File: src/rtl/rsb_pkg.sv
// Package for the reply segment batcher.
// Word types, per-port entry layout, register indexes and reset values.
// No dependencies.
package rsb_pkg;

  // Number of ports with a pending batch
  localparam int NUM_PORTS = 8;
  localparam int IDX_W     = (NUM_PORTS > 1) ? $clog2(NUM_PORTS) : 1;

  // Field widths
  localparam int PORT_W  = 3;
  localparam int LEN_W   = 16;
  localparam int TIME_W  = 32;
  localparam int BYTES_W = 17;
  localparam int SEGS_W  = 8;
  localparam int TMO_W   = 24;
  localparam int CFG_W   = 24;
  localparam int CIDX_W  = 2;

  // Saturation values of the batch counters
  localparam logic [BYTES_W-1:0] BYTES_MAX = {BYTES_W{1'b1}};
  localparam logic [SEGS_W-1:0]  SEGS_MAX  = {SEGS_W{1'b1}};

  // Opcodes
  localparam logic OP_APPEND = 1'b0;
  localparam logic OP_POLL   = 1'b1;

  // Register indexes
  localparam logic [CIDX_W-1:0] REG_SIZE_LIMIT    = 2'd0;
  localparam logic [CIDX_W-1:0] REG_SEGMENT_LIMIT = 2'd1;
  localparam logic [CIDX_W-1:0] REG_TIMEOUT_US    = 2'd2;

  // Register reset values
  localparam logic [LEN_W-1:0]  SIZE_LIMIT_RST    = 16'd9014;
  localparam logic [SEGS_W-1:0] SEGMENT_LIMIT_RST = 8'd50;
  localparam logic [TMO_W-1:0]  TIMEOUT_US_RST    = 24'd20000;

  typedef struct packed {
    logic              opcode;
    logic [PORT_W-1:0] port;
    logic [LEN_W-1:0]  seg_len;
    logic [TIME_W-1:0] now_us;
  } in_word_t;

  typedef struct packed {
    logic               flush_valid;
    logic [PORT_W-1:0]  flush_port;
    logic [BYTES_W-1:0] flush_bytes;
    logic [SEGS_W-1:0]  flush_segments;
    logic [SEGS_W-1:0]  pending_segments;
  } out_word_t;

  // One port's pending batch
  typedef struct packed {
    logic               open;
    logic [BYTES_W-1:0] bytes;
    logic [SEGS_W-1:0]  segments;
    logic [TIME_W-1:0]  last_flush;
  } entry_t;

  // Write request into the state memory
  typedef struct packed {
    logic             en;
    logic [IDX_W-1:0] addr;
    entry_t           data;
  } entry_wr_t;

  // Configuration register set
  typedef struct packed {
    logic [LEN_W-1:0]  size_limit;
    logic [SEGS_W-1:0] segment_limit;
    logic [TMO_W-1:0]  timeout_us;
  } cfg_t;

endpackage

File: src/rtl/reply_segment_batcher.sv
// Reply segment batcher top level: control, config registers, output register.
// Uses rsb_pkg, rsb_state_ram and rsb_update.

// Coalesces reply segments into one pending batch per port and emits one
// result word per input word (flush_valid tells whether a batch went out).
// The port's entry is first read from the state memory (registered read),
// then updated, written back and loaded into the result register. The load
// waits while a result is stalled, and no new word is accepted before it.
// The result register is separate from the input side: a word is accepted
// while the previous result is still waiting. No clearing pass is needed
// after reset. Configuration writes are taken at any edge with cfg_we high
// and must only be issued while the block is idle.
module reply_segment_batcher
  import rsb_pkg::*;
(
  input  logic              clk,
  input  logic              rst,
  input  logic              in_valid,
  output logic              in_stall,
  input  in_word_t          in_data,
  output logic              out_valid,
  input  logic              out_stall,
  output out_word_t         out_data,
  input  logic              cfg_we,
  input  logic [CIDX_W-1:0] cfg_index,
  input  logic [CFG_W-1:0]  cfg_data
);

  localparam logic ST_IDLE = 1'b0;
  localparam logic ST_READ = 1'b1;

  logic       state;
  logic       state_next;
  cfg_t       cfg;
  in_word_t   item;
  entry_t     rd_entry;
  entry_t     entry_next;
  entry_wr_t  wr;
  out_word_t  result;
  logic       port_ok;
  logic       in_accept;
  logic       can_load;
  logic       load;
  logic [IDX_W-1:0] rd_addr;

  assign in_stall  = (state != ST_IDLE);
  assign in_accept = in_valid && !in_stall;
  assign can_load  = !out_valid || !out_stall;
  assign load      = (state == ST_READ) && can_load;

  // Read address: new word's port on accept, else hold the current one
  assign rd_addr = in_accept ? IDX_W'(in_data.port) : IDX_W'(item.port);

  // Configuration registers
  always_ff @(posedge clk) begin
    if (rst) begin
      cfg.size_limit    <= SIZE_LIMIT_RST;
      cfg.segment_limit <= SEGMENT_LIMIT_RST;
      cfg.timeout_us    <= TIMEOUT_US_RST;
    end else if (cfg_we) begin
      case (cfg_index)
        REG_SIZE_LIMIT:    cfg.size_limit    <= cfg_data[LEN_W-1:0];
        REG_SEGMENT_LIMIT: cfg.segment_limit <= cfg_data[SEGS_W-1:0];
        REG_TIMEOUT_US:    cfg.timeout_us    <= cfg_data[TMO_W-1:0];
        default: ;
      endcase
    end
  end

  // Sequencer
  always_comb begin
    state_next = state;
    case (state)
      ST_IDLE: if (in_accept) state_next = ST_READ;
      ST_READ: if (can_load) state_next = ST_IDLE;
      default: state_next = ST_IDLE;
    endcase
  end

  always_ff @(posedge clk) begin
    if (rst) begin
      state <= ST_IDLE;
    end else begin
      state <= state_next;
    end
  end

  // Captured input word
  always_ff @(posedge clk) begin
    if (in_accept) begin
      item <= in_data;
    end
  end

  rsb_state_ram u_ram (
    .clk      (clk),
    .rst      (rst),
    .rd_addr  (rd_addr),
    .rd_entry (rd_entry),
    .wr       (wr)
  );

  rsb_update u_update (
    .cfg        (cfg),
    .item       (item),
    .entry      (rd_entry),
    .port_ok    (port_ok),
    .entry_next (entry_next),
    .result     (result)
  );

  // Write back on the update cycle
  assign wr.en   = load && port_ok;
  assign wr.addr = IDX_W'(item.port);
  assign wr.data = entry_next;

  // Output register
  always_ff @(posedge clk) begin
    if (rst) begin
      out_valid <= 1'b0;
    end else if (load) begin
      out_valid <= 1'b1;
    end else if (!out_stall) begin
      out_valid <= 1'b0;
    end
  end

  always_ff @(posedge clk) begin
    if (load) begin
      out_data <= result;
    end
  end

endmodule

File: src/rtl/rsb_state_ram.sv
// Per-port batch state memory with a registered read.
// Valid bits cleared by reset make unwritten entries read as zero. Uses rsb_pkg.
module rsb_state_ram
  import rsb_pkg::*;
(
  input  logic             clk,
  input  logic             rst,
  input  logic [IDX_W-1:0] rd_addr,
  output entry_t           rd_entry,
  input  entry_wr_t        wr
);

  entry_t               mem [NUM_PORTS];
  logic [NUM_PORTS-1:0] entry_valid;
  entry_t               rd_data;
  logic                 rd_valid;

  // Storage array and registered read
  always_ff @(posedge clk) begin
    if (wr.en) begin
      mem[wr.addr] <= wr.data;
    end
    rd_data <= mem[rd_addr];
  end

  // Valid bits, one per entry
  always_ff @(posedge clk) begin
    if (rst) begin
      entry_valid <= '0;
      rd_valid    <= 1'b0;
    end else begin
      if (wr.en) begin
        entry_valid[wr.addr] <= 1'b1;
      end
      rd_valid <= entry_valid[rd_addr];
    end
  end

  assign rd_entry = rd_valid ? rd_data : '0;

endmodule

File: src/rtl/rsb_update.sv
// Batch update logic: flush decision, segment append and result word.
// Purely combinational over one entry. Uses rsb_pkg.
module rsb_update
  import rsb_pkg::*;
(
  input  cfg_t      cfg,
  input  in_word_t  item,
  input  entry_t    entry,
  output logic      port_ok,
  output entry_t    entry_next,
  output out_word_t result
);

  logic [BYTES_W:0]  sum;
  logic [TIME_W-1:0] age;
  logic              seg_full;
  logic              too_big;
  logic              timed_out;
  logic              flush;
  entry_t            upd;

  assign port_ok   = (32'(item.port) < 32'(NUM_PORTS));
  assign sum       = (BYTES_W + 1)'(entry.bytes) + (BYTES_W + 1)'(item.seg_len);
  assign age       = item.now_us - entry.last_flush;
  assign seg_full  = (entry.segments >= cfg.segment_limit);
  assign too_big   = (sum > (BYTES_W + 1)'(cfg.size_limit));
  assign timed_out = (age >= TIME_W'(cfg.timeout_us));

  // Flush decision per opcode
  always_comb begin
    case (item.opcode)
      OP_APPEND: flush = entry.open && (too_big || seg_full);
      OP_POLL:   flush = entry.open && (seg_full || timed_out);
      default:   flush = 1'b0;
    endcase
  end

  // New entry value
  always_comb begin
    upd = entry;
    if (flush) begin
      upd.open       = 1'b0;
      upd.bytes      = '0;
      upd.segments   = '0;
      upd.last_flush = item.now_us;
    end
    if (item.opcode == OP_APPEND) begin
      if (!entry.open || flush) begin
        // start a fresh batch with this segment
        upd.open     = 1'b1;
        upd.bytes    = BYTES_W'(item.seg_len);
        upd.segments = SEGS_W'(1);
      end else begin
        upd.bytes = sum[BYTES_W] ? BYTES_MAX : sum[BYTES_W-1:0];
        if (entry.segments != SEGS_MAX) begin
          upd.segments = entry.segments + SEGS_W'(1);
        end
      end
    end
  end

  assign entry_next = upd;

  // Result word; all zero for a port out of range
  always_comb begin
    result = '0;
    if (port_ok) begin
      result.pending_segments = upd.segments;
      if (flush) begin
        result.flush_valid    = 1'b1;
        result.flush_port     = item.port;
        result.flush_bytes    = entry.bytes;
        result.flush_segments = entry.segments;
      end
    end
  end

endmodule
File: config.mk
export PLATFORM = sky130hd
export DESIGN_NAME = reply_segment_batcher
export DESIGN_NICKNAME = d
export VERILOG_FILES = /design/src/rtl/rsb_pkg.sv /design/src/rtl/reply_segment_batcher.sv /design/src/rtl/rsb_state_ram.sv /design/src/rtl/rsb_update.sv
export SDC_FILE = /design/constraint.sdc
export NUM_CORES = 1
export LEC_CHECK = 0
export ABC_AREA = 0
export BUFFER_PORTS_ARGS = -buffer_cell sky130_fd_sc_hd__buf_2
export CAP_MARGIN = 25
export CORE_MARGIN = 2
export CORE_UTILIZATION = 66
export DETAILED_ROUTE_END_ITERATION = 7
export GPL_TIMING_DRIVEN = 0
export PLACE_DENSITY = 0.81
export REMOVE_ABC_BUFFERS = 1
export SETUP_SLACK_MARGIN = 0.02
export SLEW_MARGIN = 0
export SYNTH_ARGS = -nofsm -noshare
export SYNTH_HDL_FRONTEND = slang
export SYNTH_SLANG_ARGS = --single-unit
File: constraint.sdc
create_clock -name clk -period 16.2 [get_ports clk]
set_input_delay 3.24 -clock clk [delete_from_list [all_inputs] [get_ports clk]]
set_output_delay 3.24 -clock clk [all_outputs]
set_load 0.02 [all_outputs]
# After elaboration in Yosys (flattened, before gate mapping)
# Memories as Yosys holds them, arrays and structs flattened. A register that Yosys moved wholly into a read port is not among the register bits.
# Cells that the tools add are included.
[totals]
regBits = 148
latch_bits = 0
ramBits = 464
mem_bits_ro = 0
memories = 1
[classes]
addsub = 3
multipliers = 0
n_div = 0
order_cmp = 6
eq_ne = 4
shift = 0
mux = 21
bitwise_logic = 3
reduce_logical = 17
[memory_table]
columns = ["memory", "words", "word_bits", "read_ports", "rd_ports_with_merged_regs", "wr", "line", "rtl"]
rows = [
  ["u_ram.mem", 8, 58, 1, 1, 1, "rsb_state_ram.sv:13", "entry_t mem [NUM_PORTS];"],
]
[op_table]
columns = ["cell", "count"]
rows = [
  ["58-bit 2-to-1 mux", 2],
  ["32-bit by 24-bit greater-or-equal comparator with 1-bit output", 1],
  ["32-bit subtractor", 1],
  ["29-bit 2-to-1 mux", 1],
  ["26-bit 2-to-1 mux", 1],
  ["25-bit 2-to-1 mux", 1],
  ["17-bit by 16-bit adder with 18-bit output", 1],
  ["18-bit by 16-bit > comparator with 1-bit output", 1],
  ["17-bit 2-to-1 mux", 1],
  ["1-bit 2-to-1 mux", 9],
  ["8-bit by 1-bit adder with 8-bit output, second input constant", 1],
  ["8-bit greater-or-equal comparator", 1],
  ["3-bit by 4-bit less-than comparator with 1-bit output, second input constant", 2],
  ["8-bit 2-to-1 mux", 1],
  ["8-bit inequality test, second input constant", 1],
  ["8-bit OR", 1],
  ["2-bit AND reduction", 3],
  ["1-bit logical AND", 5],
  ["1-bit logical NOT", 4],
  ["1-bit logical OR", 4],
  ["1-bit case mux with 2 select lines", 2],
  ["1-bit binary-select mux with 3-bit select", 1],
  ["1-bit demux with 3-bit select", 1],
  ["3-bit by 1-bit greater-or-equal comparator with 1-bit output, second input constant", 1],
  ["6 further kinds", 7],
]

# Depth between registers and ports, before layout
[depth]
ltp_word = 10
depth_mapped = 27

# Cells and area by module
# Synthesis repeated with hierarchy kept, for this count alone.
[unflattened]
hier_cells = 1863
area_unflattened_um2 = 29336.9
[by_module_without_submodules]
columns = ["mod", "instances", "cells_each", "area_per_inst_um2"]
rows = [
  ["rsb_state_ram", 1, 834, 19318.5],
  ["rsb_update", 1, 730, 5215.0],
  ["reply_segment_batcher", 1, 299, 4803.4],
]

# Least setup slack after synthesis
# No wires, ideal clock.
[synth_timing]
path_kind = "input port to flip-flop"
start = "in out_stall"
end = "mem u_ram.mem[1][0] (netlist name), enable pin"
setup_time_ns = 0.547
arrival_ns = 10.718
path_slack_ns = 4.934
stages = 3
n_path_buf = 0
cell_sequence = "a21boi_0 -> nand2_1 -> nor3_1"
[synth_between]
elab_chain_cells = 5
[synth_lines]
columns = ["item", "line", "rtl"]
rows = [
  ["from (decl)", "reply_segment_batcher.sv:22", "input logic out_stall,"],
  ["1-bit logical NOT", "--", ""],
  ["1-bit logical OR", "reply_segment_batcher.sv:48", "assign can_load = !out_valid || !out_stall;"],
  ["1-bit logical AND", "reply_segment_batcher.sv:49", "assign load = (state == ST_READ) && can_load;"],
  ["1-bit 2-to-1 mux", "rsb_state_ram.sv:20", "if (wr.en) begin"],
  ["1-bit 2-to-1 mux (not written as such)", "rsb_state_ram.sv:21", "mem[wr.addr] <= wr.data;"],
  ["to (decl)", "rsb_state_ram.sv:13", ""],
]
# Every way passes these cells.

==> impl_metrics.ini <==
[outcome]
status = finished clean

[global_route]
grt_start_max_net_pins = 74
grt_pass1_wl_microns = 98400
grt_usage_pct = 29.5
grt_remaining_overflow = 0
grt_pass1_vias = 17426
antenna_found_initial = 4

[flow_run]
max-cap-violations = 0

[die]
num_io_pins = 122
start_util_pct = 66.8
die_y_microns = 213
fp.dieArea_sq_um = 45300
num_rows = 76
design.core.area_sq_um = 43100
die_w_microns = 213

[timing]
setup_violations = 0
fin_crit_sh_pct = 46.0
finalMaxSlewViolations = 0
relSlewSlack_pct = 32.4
tightest_slew_ns = 1.01
hold_viol = 0
holdWs_ns = 0.458
rsz0062_at_grt = false
fmax_mhz = 134
period_needed_ns = 7.45
tns_ns = 0
finClkSkew_ns = 0.0296

[routing]
drt.antenna.violating_nets = 0
routed_via_density = 6.29
dr.pass1.iters = 5
drt_iter0_markers = 1426
routed_wl_microns = 64500
dr_total_vias = 17043
drc = 0
wl_per_cell_microns = 23.8

[critical_path]
worstSetupPathType = reg2reg
reg2reg_depth = 21
start_kind = register
timing.rr.end = u_ram.mem[7][9]$_DFFE_PP_
worstSetupEndpoint = u_ram.mem[7][9]$_DFFE_PP_
crit_path_start = u_ram.rd_valid$_SDFF_PP0_
worstPathArrival_ns = 7.76
worst-path-max-fanout = 73
reg2reg_slack_ns = 8.75
critPathCaptureType = register
required_ns = 16.51
rr_startpoint = u_ram.rd_valid$_SDFF_PP0_

[clock_network]
cts_tree = built
cts_hold_buf = 0
cts_resized = 0
clk_pin_slew_ns = 0.06
cts_made_buffers = 67
cts.htree.levels = 3
clk_latency_ns = 0.62
cts_setup_buffers = 0
clock_path_buffers = 3
cts.sinks = 670
cts-root-buf = clkbuf_16

[power]
p_per_area_nw_per_um2 = 116
power_mw = 3.84
vdd_drop_max_uv = 140
p_leak_nw = 12.1

[synth]
ys_types = 70
ys_seq_area_share_pct = 65.8
async_flop_share_pct = 0
ys_ff_latch = 670
syn-cell-area_sq_um = 28800
ys_warn_count = 0
syn_inst = 1897
ys.flop_type = edfxtp_1
synth_edf_count = 553
postSynthAreaPerCell_sq_um = 15.2

[layout]
mostFrequentLayoutCells = edfxtp_1, nand2_1, buf_2
area_growth_syn_to_layout_pct = 15.4
final_common_cell = edfxtp_1
finalNetCount = 2249
drive_gt1_share_pct = 22.9
fill_cells = 2439

[placed_design]
hpwlAfterDp_microns = 43000
place_congestion = 0.917
port_buffers = 121

[min_path]
hold_path.class = reg2reg
hold_depth = 2
-- flip-flops by register name, summed over array words and instances, names as in the netlist --
signal / count
item: 52
u_ram.entry_valid: 8
cfg: 48
u_ram.rd_valid: 1
u_ram.mem: 464
out_data: 37
out_valid: 1
u_ram.rd_data: 58
in_stall: 1
-- through the flow --
stage	utilization (%)	setup WS [ns]	instance area, sq um	std cells
floorplan	-	-1.83	28500	1818
global placement	69.2	-10.86	29800	2524
detailed placement	71.9	9.02	31000	2580
CTS	77.0	8.95	33200	2704
global route	77.1	8.41	33200	2710
finish	77.2	8.75	33200	2711
-- worst min-delay path by stage --
stage | startpoint | slack [ns] | endpoint
2_1_floorplan | cfg[12]$_SDFFE_PP0P_ | 0.43 | cfg[12]$_SDFFE_PP0P_
3_3_place_gp | u_ram.entry_valid[6]$_SDFFE_PP0P_ | 0.44 | u_ram.entry_valid[6]$_SDFFE_PP0P_
3_5_place_dp | cfg[23]$_SDFFE_PP0P_ | 0.45 | cfg[23]$_SDFFE_PP0P_
4_1_cts | cfg[23]$_SDFFE_PP0P_ | 0.46 | cfg[23]$_SDFFE_PP0P_
5_1_grt | cfg[19]$_SDFFE_PP0P_ | 0.47 | cfg[19]$_SDFFE_PP0P_
6_report | cfg[23]$_SDFFE_PP0P_ | 0.46 | cfg[23]$_SDFFE_PP0P_
-- per-layer routing --
metal	global-route usage [%]	wire length, microns	vias up
met5	0	13	-
met4	11.6	2330	2
met3	4.90	4340	168
met2	49.6	32300	711
met1	38.8	25500	8562
li1	-	-	7600
-- kinds of logic after synthesis --
family / count (synthesis) / share of synthesized area [%]
AO/OA/AOI/OAI: 301 / 6.85
XOR/XNOR: 40 / 1.22
adder cells (fa/ha/maj): 99 / 4.35
buffers and inverters: 191 / 2.56
flip-flops: 670 / 65.8
multiplexers: 219 / 13.0
AND/OR/NAND/NOR: 377 / 6.21
-- critical path: stages (launching register included) --
cell and delay [ns]:
dfxtp_4 1.00, and2_1 0.24, ha_1 0.29, a21o_1 0.22, nor3b_1 0.37, or3b_2 0.48, a31oi_1 0.24, o21bai_1 0.11
a21oi_1 0.28, o21ai_0 0.19, xnor2_1 0.31, ha_1 0.31, nand4_1 0.11, nor4_1 0.06, a31oi_1 0.19, a211o_1 0.30
nand3b_1 0.49, nand3_1 0.23, nor2_4 0.65, buf_16 0.24, buf_12 0.19, mux2i_1 0.58
-- layout make-up --
class / count / area [sq um] / share of cell area (%)
diodes: 4 / 10.0 / 0.0301
clock buffers: 94 / 1910 / 5.76
clock inverters: 30 / 268 / 0.806
inverters: 112 / 420 / 1.26
multi-input cells: 1036 / 9240 / 27.8
flip-flops and latches: 670 / 19000 / 57.0
well taps: 585 / 732 / 2.20
repair buffers: 180 / 1700 / 5.10
-- where the power goes --
| part | internal, mW | switching [mW] |
|---|---|---|
| Clock | 0.880 | 0.643 |
| Sequential | 1.92 | 0.0327 |
| Combinational | 0.171 | 0.196 |
-- cells in the mapped netlist (all sizes together) (15+ instances only) --
master  instances  area, sq um
a211o          15          131
a21o           35          263
a21oi         107          551
and2           53          332
buf            22          101
clkbuf         57          214
dfxtp         117         2340
edfxtp        553        16600
ha             97         1210
inv           112          420
mux2           59          664
mux2i          42          420
mux4          118         2660
nand2         144          541
nand3          37          185
nor2           71          269
o21ai          57          285
xnor2          26          228
(Power assumes the default switching activity.)
